==> src/rtl/bme_pkg.sv <==
// Shared types, constants and helper functions for the bicycle model integrator.
// Used by every module of the block; depends on nothing.
package bme_pkg;

   localparam int MAX_STEPS       = 64;
   localparam int TRIG_ITERATIONS = 20;
   localparam int DIV_BITS        = 56;

   localparam logic signed [35:0] PI_Q30      = 36'sd3373259426;
   localparam logic signed [35:0] HALF_PI_Q30 = 36'sd1686629713;
   localparam logic signed [35:0] TWO_PI_Q30  = 36'sd6746518852;
   localparam logic signed [33:0] CORDIC_GAIN = 34'sd652032874;
   localparam logic signed [67:0] TWO_PI_Q20  = 68'sd6588397;

   // Register indexes on the configuration port.
   localparam logic [1:0] REG_INV_WHEELBASE = 2'd0;
   localparam logic [1:0] REG_TIME_STEP     = 2'd1;
   localparam logic [1:0] REG_INV_TIME_STEP = 2'd2;

   // Operand selection codes of the shared multiplier.
   localparam logic [2:0] MUL_V_INVL = 3'd0;
   localparam logic [2:0] MUL_W_SNT  = 3'd1;
   localparam logic [2:0] MUL_ACC    = 3'd2;
   localparam logic [2:0] MUL_V_CS   = 3'd3;
   localparam logic [2:0] MUL_V_SN   = 3'd4;
   localparam logic [2:0] MUL_RX_DT  = 3'd5;
   localparam logic [2:0] MUL_RY_DT  = 3'd6;
   localparam logic [2:0] MUL_RH_DT  = 3'd7;

   typedef struct packed {
      logic       capture;
      logic       load_state;
      logic       trig_start;
      logic       trig_heading;
      logic       cap_trig_steer;
      logic       cap_trig_head;
      logic       mul_en;
      logic [2:0] mul_sel;
      logic       div_start;
      logic       cap_rh;
      logic       cap_accel;
      logic       cap_rx;
      logic       cap_ry;
      logic       cap_nx;
      logic       cap_ny;
      logic       cap_nh;
      logic       out_load;
      logic       last;
   } dp_cmd_type;

   typedef struct packed {
      logic trig_done;
      logic div_done;
      logic out_busy;
   } dp_status_type;

   function automatic logic [30:0] atan_val(input logic [4:0] idx);
      logic [30:0] r;
      case (idx)
         5'd0:  r = 31'h3243F6A8;
         5'd1:  r = 31'h1DAC6705;
         5'd2:  r = 31'h0FADBAFC;
         5'd3:  r = 31'h07F56EA6;
         5'd4:  r = 31'h03FEAB76;
         5'd5:  r = 31'h01FFD55B;
         5'd6:  r = 31'h00FFFAAA;
         5'd7:  r = 31'h007FFF55;
         5'd8:  r = 31'h003FFFEA;
         5'd9:  r = 31'h001FFFFD;
         5'd10: r = 31'h000FFFFF;
         5'd11: r = 31'h0007FFFF;
         5'd12: r = 31'h0003FFFF;
         5'd13: r = 31'h0001FFFF;
         5'd14: r = 31'h0000FFFF;
         5'd15: r = 31'h00007FFF;
         5'd16: r = 31'h00003FFF;
         5'd17: r = 31'h00001FFF;
         5'd18: r = 31'h00000FFF;
         5'd19: r = 31'h000007FF;
         5'd20: r = 31'h000003FF;
         5'd21: r = 31'h000001FF;
         5'd22: r = 31'h000000FF;
         5'd23: r = 31'h0000007F;
         default: r = 31'h0;
      endcase
      return r;
   endfunction

   function automatic logic [31:0] sat32(input logic signed [67:0] v);
      logic [31:0] r;
      if (v > 68'sd2147483647) r = 32'h7FFF_FFFF;
      else if (v < -68'sd2147483648) r = 32'h8000_0000;
      else r = v[31:0];
      return r;
   endfunction

   function automatic logic [23:0] sat24(input logic signed [67:0] v);
      logic [23:0] r;
      if (v > 68'sd8388607) r = 24'h7F_FFFF;
      else if (v < -68'sd8388608) r = 24'h80_0000;
      else r = v[23:0];
      return r;
   endfunction

   function automatic logic [22:0] sat23(input logic signed [67:0] v);
      logic [22:0] r;
      if (v > 68'sd4194303) r = 23'h3F_FFFF;
      else if (v < -68'sd4194304) r = 23'h40_0000;
      else r = v[22:0];
      return r;
   endfunction

endpackage

==> src/rtl/bme_control.sv <==
// Controller state machine: takes load commands and sequences the setup and the Euler steps of a drive command.
// Depends on bme_pkg for the command and status structures.
module bme_control (
   input  logic                   clock,
   input  logic                   reset,
   input  logic                   req_valid,
   output logic                   req_ready,
   input  logic                   req_mode,
   input  logic [6:0]             req_steps,
   input  bme_pkg::dp_status_type status,
   output bme_pkg::dp_cmd_type    cmd
);
   import bme_pkg::*;

   localparam logic [3:0] ST_IDLE   = 4'd0;
   localparam logic [3:0] ST_TRIG_S = 4'd1;
   localparam logic [3:0] ST_WAIT_S = 4'd2;
   localparam logic [3:0] ST_MUL_W  = 4'd3;
   localparam logic [3:0] ST_MUL_WS = 4'd4;
   localparam logic [3:0] ST_DIV_GO = 4'd5;
   localparam logic [3:0] ST_DIV_WT = 4'd6;
   localparam logic [3:0] ST_TRIG_H = 4'd7;
   localparam logic [3:0] ST_WAIT_H = 4'd8;
   localparam logic [3:0] ST_X1     = 4'd9;
   localparam logic [3:0] ST_X2     = 4'd10;
   localparam logic [3:0] ST_X3     = 4'd11;
   localparam logic [3:0] ST_X4     = 4'd12;
   localparam logic [3:0] ST_X5     = 4'd13;
   localparam logic [3:0] ST_X6     = 4'd14;
   localparam logic [3:0] ST_OUT    = 4'd15;

   logic [3:0] state_ff, state_in;
   logic [6:0] count_ff, count_in;
   logic       accept;

   assign req_ready = (state_ff == ST_IDLE);
   assign accept    = req_valid & req_ready;

   always_comb begin
      cmd = '0;
      state_in = state_ff;
      count_in = count_ff;
      cmd.last = (count_ff == 7'd1);
      unique case (state_ff)
         ST_IDLE: begin
            cmd.capture = accept;
            if (accept) begin
               if (!req_mode) begin
                  cmd.load_state = 1'b1;
               end else if (req_steps != 7'd0) begin
                  count_in = (req_steps > 7'(MAX_STEPS)) ? 7'(MAX_STEPS) : req_steps;
                  state_in = ST_TRIG_S;
               end
            end
         end
         ST_TRIG_S: begin
            cmd.trig_start = 1'b1;
            state_in = ST_WAIT_S;
         end
         ST_WAIT_S: begin
            if (status.trig_done) begin
               cmd.cap_trig_steer = 1'b1;
               state_in = ST_MUL_W;
            end
         end
         ST_MUL_W: begin
            cmd.mul_en = 1'b1;
            cmd.mul_sel = MUL_V_INVL;
            state_in = ST_MUL_WS;
         end
         ST_MUL_WS: begin
            cmd.mul_en = 1'b1;
            cmd.mul_sel = MUL_W_SNT;
            state_in = ST_DIV_GO;
         end
         ST_DIV_GO: begin
            // The divider takes the held product while the multiplier moves on to the next one.
            cmd.div_start = 1'b1;
            cmd.mul_en = 1'b1;
            cmd.mul_sel = MUL_ACC;
            state_in = ST_DIV_WT;
         end
         ST_DIV_WT: begin
            cmd.cap_accel = 1'b1;
            if (status.div_done) begin
               cmd.cap_rh = 1'b1;
               state_in = ST_TRIG_H;
            end
         end
         ST_TRIG_H: begin
            cmd.trig_start = 1'b1;
            cmd.trig_heading = 1'b1;
            state_in = ST_WAIT_H;
         end
         ST_WAIT_H: begin
            if (status.trig_done) begin
               cmd.cap_trig_head = 1'b1;
               state_in = ST_X1;
            end
         end
         ST_X1: begin
            cmd.mul_en = 1'b1;
            cmd.mul_sel = MUL_V_CS;
            state_in = ST_X2;
         end
         ST_X2: begin
            cmd.cap_rx = 1'b1;
            cmd.mul_en = 1'b1;
            cmd.mul_sel = MUL_V_SN;
            state_in = ST_X3;
         end
         ST_X3: begin
            cmd.cap_ry = 1'b1;
            cmd.mul_en = 1'b1;
            cmd.mul_sel = MUL_RX_DT;
            state_in = ST_X4;
         end
         ST_X4: begin
            cmd.cap_nx = 1'b1;
            cmd.mul_en = 1'b1;
            cmd.mul_sel = MUL_RY_DT;
            state_in = ST_X5;
         end
         ST_X5: begin
            cmd.cap_ny = 1'b1;
            cmd.mul_en = 1'b1;
            cmd.mul_sel = MUL_RH_DT;
            state_in = ST_X6;
         end
         ST_X6: begin
            cmd.cap_nh = 1'b1;
            state_in = ST_OUT;
         end
         ST_OUT: begin
            // The pose is committed when the result enters the output register.
            if (!status.out_busy) begin
               cmd.out_load = 1'b1;
               count_in = count_ff - 7'd1;
               state_in = (count_ff == 7'd1) ? ST_IDLE : ST_TRIG_H;
            end
         end
      endcase
   end

   always_ff @(posedge clock) begin
      if (reset) begin
         state_ff <= ST_IDLE;
         count_ff <= '0;
      end else begin
         state_ff <= state_in;
         count_ff <= count_in;
      end
   end

endmodule

==> config.mk <==
export PLATFORM = sky130hd
export DESIGN_NAME = bme_control
export DESIGN_NICKNAME = d
export VERILOG_FILES = /design/src/rtl/bme_pkg.sv /design/src/rtl/bme_control.sv
export SDC_FILE = /design/constraint.sdc
export NUM_CORES = 1
export LEC_CHECK = 0
export BUFFER_PORTS_ARGS = -buffer_cell sky130_fd_sc_hd__buf_2
export CAP_MARGIN = 20
export CORE_ASPECT_RATIO = 0.8
export CORE_MARGIN = 2
export CORE_UTILIZATION = 50
export CTS_BUF_LIST = sky130_fd_sc_hd__clkbuf_4
export DETAILED_ROUTE_END_ITERATION = 12
export HOLD_SLACK_MARGIN = 0.1
export PLACE_DENSITY = 0.8
export SLEW_MARGIN = 0
export SYNTH_ARGS = -nofsm -noshare
export SYNTH_HDL_FRONTEND = slang
export SYNTH_SLANG_ARGS = --single-unit
==> constraint.sdc <==
create_clock -name clock -period 2.2 [get_ports clock]
set_clock_uncertainty 0.15 [all_clocks]
set_input_delay 0 -clock clock [delete_from_list [all_inputs] [get_ports clock]]
set_output_delay 0 -clock clock [all_outputs]
set_load 0.005 [all_outputs]
==> results of run 1 <==
final timing paths:
kind	end	startpoint	slack [ps]	cells after the start
worst min-delay path	cmd[18]	req_mode	110	3
worst max-delay path	count_ff[1]	state_ff[1]	180	6
worst max register to register	count_ff[1]	state_ff[1]	180	6
worst min register to register	count_ff[6]	count_ff[6]	360	2
cell type report:
class | count | area (sq um)
fill | 132 | 429
tap | 22 | 27.5
clock buffer | 4 | 30.0
inverter | 3 | 11.3
timing repair buffer | 48 | 295
multi-input combinational | 110 | 646
sequential | 11 | 220
power by group through the flow:
stage	sequential, mW	clock [mW]	combinational, mW
after floorplan	0.253	0	0.241
after global placement	0.267	0	0.323
after detailed placement	0.271	0	0.338
after CTS	0.266	0.159	0.351
after global routing	0.270	0.167	0.390
final	0.268	0.160	0.359
Yosys cell counts (4+ instances only):
cell | instances | area, sq um
dfxtp_1 | 11 | 220
clkbuf_1 | 5 | 18.8
nor2_1 | 19 | 71.3
a21oi_1 | 13 | 65.1
and3_1 | 4 | 25.0
nand2_1 | 10 | 37.5
nand2b_1 | 4 | 25.0
nor3_1 | 8 | 40.0
a31oi_1 | 4 | 25.0
nand3_1 | 6 | 30.0
o21ai_0 | 9 | 45.0
placed cells by master, fill, tap and decap left out, types with 2 or more instances in the layout:
cell	netlist	layout
a211oi_1	2	2
a21o_1	3	3
a21oi_1	13	13
a31oi_1	4	4
and2_1	3	3
and3_1	4	4
buf_2	2	34
buf_4	1	6
clkbuf_4	0	4
dfxtp_1	11	11
dlygate4sd3_1	0	8
ha_1	2	2
inv_1	3	3
nand2_1	10	10
nand2b_1	4	4
nand3_1	6	6
nor2_1	19	19
nor2b_1	2	2
nor3_1	8	8
nor3b_1	2	2
o21ai_0	9	9
or2_0	2	2
or3_1	2	2
worst register-to-register path, cell delays in order, from the launching register on:
cell and delay (ps):
dfxtp_1 440, nor4_4 400, and2_1 220, a31oi_1 160, buf_4 220, a311oi_1 250
a211oi_1 80
metal layers:
layer	GRT usage, %	vias up	wire length (microns)
met5	0	-	0
li1	-	567	-
met1	36.8	554	1270
met2	37.7	77	1320
met3	7.14	8	291
met4	6.32	0	45
metrics by stage:
step | total power, mW | util, % | hold WS [ps] | setup WS, ps | std cells
detailed placement | 0.609 | 67.1 | 109 | 197 | 186
global placement | 0.590 | 67.1 | 96.4 | 288 | 186
finish | 0.787 | 74.1 | 108 | 181 | 198
global route | 0.828 | 74.1 | 130 | 67.4 | 198
floorplan | 0.494 | - | -120 | 456 | 132
CTS | 0.776 | 73.8 | 110 | 185 | 198
state kept, by name (all words and copies together), names as in the netlist:
register	flops
count_ff	7
state_ff	4
what timing repair did:
| item | CTS | global route |
|---|---|---|
| hold buffers | 8 | 0 |
| resized for setup | 0 | 1 |
| setup endpoints to repair | 0 | 3 |
| hold endpoints to repair | 11 | 0 |
cells by family (layout without fill, tap and decap cells):
| group | after synthesis | after routing | share of synthesized area [%] |
|---|---|---|---|
| simple gates | 68 | 68 | 39.3 |
| buf+inv | 11 | 55 | 5.24 |
| flops | 11 | 11 | 24.3 |
| compound gates | 39 | 39 | 27.4 |
| fa+ha+maj | 2 | 2 | 2.76 |
| xor+xnor | 1 | 1 | 0.966 |
==> flow_summary.yaml, run 1 <==
pwr:
  cellPowerDensity_nw_per_um2: 640
  irDropWorstVdd_mv: 0.570
  internal_power_consumption_mw: 0.470
  comb_power_share_pct: 45.7
  power.clock.fraction_pct: 20.3
  seq_power_share_pct: 34.0
  sw_frac_of_total_pct: 40.3
  power.switching_mw: 0.318
  lkg_pwr_nw: 0.539
clock_network:
  postCtsSetupRepairBufs: 0
  clock_latency_ps: 280
  clock-root-buffer: "clkbuf_4"
  cts_buffer_depth: 2
  htree_levels: 1
  clock-sinks: 11
  cts.reportedPaths.clkPinSlew_ps: 80
  tritoncts_clock_tree: "yes"
  cts-buffers-inserted: 3
run:
  number_of_max_cap_violations: 0
critical_path:
  worstSetupPathType: "reg -> reg"
  timing.critical_path.max_delay_family: "simple AND/OR/NAND/NOR gates"
  end_kind: "flip-flop"
  cp_data_required_time_ps: 2220
  cpPeakStageDelay_ps: 440
  worstPathArrival_ps: 2040
  ordered_list_of_cells_on_the_worst_path: "nor4_4 > and2_1 > a31oi_1 > buf_4 > a311oi_1 > a211oi_1"
  critical_path.n_buffers_inverters: 1
  crit_fanout: 11
  critPathLaunchType: "flip-flop"
  crit_slowest_cell: "dfxtp_1"
global_routing:
  grt_max_degree: 18
  grt_first_pass_wirelength_microns: 4280
  via_count_of_the_first_global_routing_pass: 988
  globalRoute.totalOverflow: 0
  groute.usage.overall_pct: 25.6
  antenna_found_initial: 0
placed_design:
  gpl.final_weighted_congestion: 0.905
  placement.io_buffers: 34
  post-dp-hpwl_microns: 2090
  placement.cell_area_sq_um: 1110
timing:
  period_needed_ps: 2020
  rsz_0062_raised_after_global_routing: "no"
  fin_tns_setup_ps: 0
  setup_viol_count_final: 0
  hold_violations: 0
  tightest_slew_ps: 470
  fmax_mhz: 495
  final_min_period_over_clock_period_pct: 91.8
  final_max_slew_viol_count: 0
  relative_slew_slack_pct: 68.5
run_status:
  result_of_the_run: "completed"
logic_synthesis:
  netlist_cell_types: 36
  synthArstFlopShare_pct: 0
  synth_ff_type: "dfxtp_1"
  post_synth_design_cell_area_sq_um: 907
  ys.warnings.count: 0
  synth.ff_latch_count: 11
  synth.net_count: 148
  syn_inst: 132
  sequential_area_share_after_synthesis_pct: 24.3
  postSynthAreaPerCell_sq_um: 6.87
  synth-edff-count: 0
layout:
  syn_to_final_growth_pct: 35.6
  nNetsFinal: 193
  fin_area_sq_um: 1230
  insertedDiodeCount: 0
  post_route_cells_drive_above_1_share_pct: 27.3
floorplanning:
  top_level_ports: 35
  start_util_pct: 54.7
  std_cell_rows: 13
  die_w_microns: 51.6
  core_area_sq_um: 1660
  die_height_microns: 42.1
  floorplan.die_area_sq_um: 2170
route:
  totalWireLength_microns: 2920
  dr_total_vias: 1206
  wire_per_inst_microns: 14.8
  antenna_violation_net_count_after_detailed_routing: 0
  drt_iter0_drc: 82
  drt_first_pass_iters: 5
  drc: 0
  vias_per_cell: 6.09
hold_path:
  timing.hold.worst.class: "in -> out"
(Power assumes the default switching activity.)
==> inputs of run 2 (changes only) <==
- clock period: 2.2 -> 2.1 ns (I/O delays scaled with it)
==> run 2 against run 1 <==
  * Core utilization rose by 2.3 points
  * Final cell count increased by 2.0%
  * Highest routed layer unchanged
  * Sequential cell count is the same
==> flow_summary.yaml, run 2 (synthesis results as in run 1) <==
hold_path:
  timing.hold.worst_path_depth: 6
  timing.hold.worst.class: "in -> reg"
  hold_start: "req_valid"
route:
  antenna_violation_net_count_after_detailed_routing: 0
  vias_per_cell: 5.76
  drt_iter0_drc: 48
  drt_first_pass_iters: 4
  drc: 0
  wire_per_inst_microns: 13.8
  totalWireLength_microns: 2780
  dr_total_vias: 1163
floorplanning:
  top_level_ports: 35
  die_height_microns: 42.1
  die_w_microns: 51.6
  start_util_pct: 54.7
  std_cell_rows: 13
  floorplan.die_area_sq_um: 2170
  core_area_sq_um: 1660
layout:
  max_flop_register: "count_ff"
  nNetsFinal: 197
  fill_cells: 130
  post_route_cells_drive_above_1_share_pct: 29.4
  mostFrequentLayoutCell: "buf_2"
  layout_common_cells: "buf_2 (34), nor2_1 (18), a21oi_1 (13), nand2_1 (10), dlygate4sd3_1 (10)"
  syn_to_final_growth_pct: 39.7
  largest_registers: "count_ff (7), state_ff (4)"
  insertedDiodeCount: 0
  number_of_flip_flops_under_the_largest_register_name: 7
global_routing:
  grt_max_degree: 15
  via_count_of_the_first_global_routing_pass: 1042
  grt.met1_usage_pct: 36.1
  grt_util_met3_pct: 7.50
  antenna_found_initial: 0
  top_usage_layer: "met2"
  globalRoute.totalOverflow: 0
  globalRouteMet2Util_pct: 42.6
  groute.usage.overall_pct: 27.0
  grt_first_pass_wirelength_microns: 4450
pwr:
  sw_frac_of_total_pct: 39.4
  lkg_pwr_nw: 0.556
  fin_total_pwr_mw: 0.831
  power.clock.fraction_pct: 18.0
  irDropWorstVdd_mv: 0.548
  power.switching_mw: 0.328
  internal_power_consumption_mw: 0.503
  comb_power_share_pct: 49.2
  seq_power_share_pct: 32.8
  cellPowerDensity_nw_per_um2: 655
critical_path:
  crit_slowest_cell: "dlygate4sd3_1"
  worst_r2r_start: "state_ff[0]"
  reg2regPathDepth: 7
  worst_setup_path_startpoint: "state_ff[0]"
  timing.critical_path.max_delay_family: "buffers and inverters"
  critical_path.n_buffers_inverters: 3
  path_depth: 7
  r2r_slack_ps: 120
  cpPeakStageDelay_ps: 560
  worstPathArrival_ps: 2040
  critPathLaunchType: "flip-flop"
  critical_path_most_common_cell: "buf_4"
  end_kind: "flip-flop"
  worstSetupPathType: "reg -> reg"
  cp_data_required_time_ps: 2160
  crit_fanout: 14
  cp-endpoint: "count_ff[5]"
  regToRegEndpoint: "count_ff[5]"
  ordered_list_of_cells_on_the_worst_path: "buf_4 > nand4_1 > buf_4 > nand3_1 > dlygate4sd3_1 > a21o_1 > a21oi_1"
timing:
  rsz_0062_raised_after_global_routing: "no"
  final_max_slew_viol_count: 0
  setup_viol_count_final: 0
  final_min_period_over_clock_period_pct: 94.1
  fmax_mhz: 506
  tightest_slew_ps: 451
  period_needed_ps: 1980
  fin_worst_hold_slack_ps: 114
  relative_slew_slack_pct: 69.9
  hold_violations: 0
  fin_tns_setup_ps: 0
clock_network:
  clock-sinks: 11
  cts-buffers-inserted: 3
  clock_latency_ps: 280
  cts_buffer_depth: 2
  cts.reportedPaths.clkPinSlew_ps: 70
  tritoncts_clock_tree: "yes"
  clock-root-buffer: "clkbuf_4"
  htree_levels: 1
placed_design:
  gpl.final_weighted_congestion: 0.824
  post-dp-hpwl_microns: 2010
  placement.io_buffers: 34
run:
  number_of_max_cap_violations: 0
run_status:
  result_of_the_run: "completed"
## run 2: cell count changes in the layout (fill, tap and decap cells not counted), sizes merged
cell         delta
buf             +2
dlygate4sd3     +2
clkbuf          -1
clkinv          +1
## run 2: worst min-delay path by stage
stage                       end
finish              state_ff[0]
global route        state_ff[0]
CTS                 state_ff[0]
detailed placement      cmd[18]
global placement        cmd[18]
floorplan               cmd[18]
## run 2: metal layers
layer	wire length, microns	up-vias
li1	-	578
met1	1250	532
met2	1330	49
met3	181	4
met4	22	0
met5	0	-
## run 2: final cells by class
cell class	instances	area, sq um	share of cell area, %
repair buffers	52	330	26.1
inverters	3	11.3	0.888
clock buffers	3	22.5	1.78
flip-flops and latches	11	223	17.6
well taps	22	27.5	2.17
clock inverters	1	5.00	0.395
multi-input cells	110	648	51.1
## run 2: power groups by stage
| stage | Sequential, mW | Clock (mW) | Combinational (mW) |
|---|---|---|---|
| after floorplan | 0.265 | 0 | 0.252 |
| after global placement | 0.271 | 0 | 0.374 |
| after detailed placement | 0.273 | 0 | 0.385 |
| after CTS | 0.268 | 0.151 | 0.402 |
| after global routing | 0.274 | 0.160 | 0.455 |
| final | 0.272 | 0.149 | 0.409 |
## run 2: stage by stage
step | instance area [sq um] | utilization (%) | setup slack (ps) | instances
floorplan | 907 | - | 356 | 132
global placement | 1130 | 68.0 | 227 | 188
detailed placement | 1130 | 68.0 | 158 | 188
CTS | 1260 | 75.7 | 90.7 | 202
global route | 1270 | 76.4 | 3.25 | 202
finish | 1270 | 76.4 | 125 | 202
## run 2: timing repair
| action | CTS | global route |
|---|---|---|
| endpoints found under the setup margin | 0 | 2 |
| endpoints found under the hold margin | 12 | 0 |
| resized for setup | 0 | 4 |
| hold buffers | 10 | 0 |
| setup buffers | 0 | 0 |
## run 2: worst reg2reg max path, cell delays in order (launching register included)
cell	delay [ps]
dfxtp_2	360
buf_4	170
nand4_1	110
buf_4	200
nand3_1	90
dlygate4sd3_1	560
a21o_1	160
a21oi_1	130
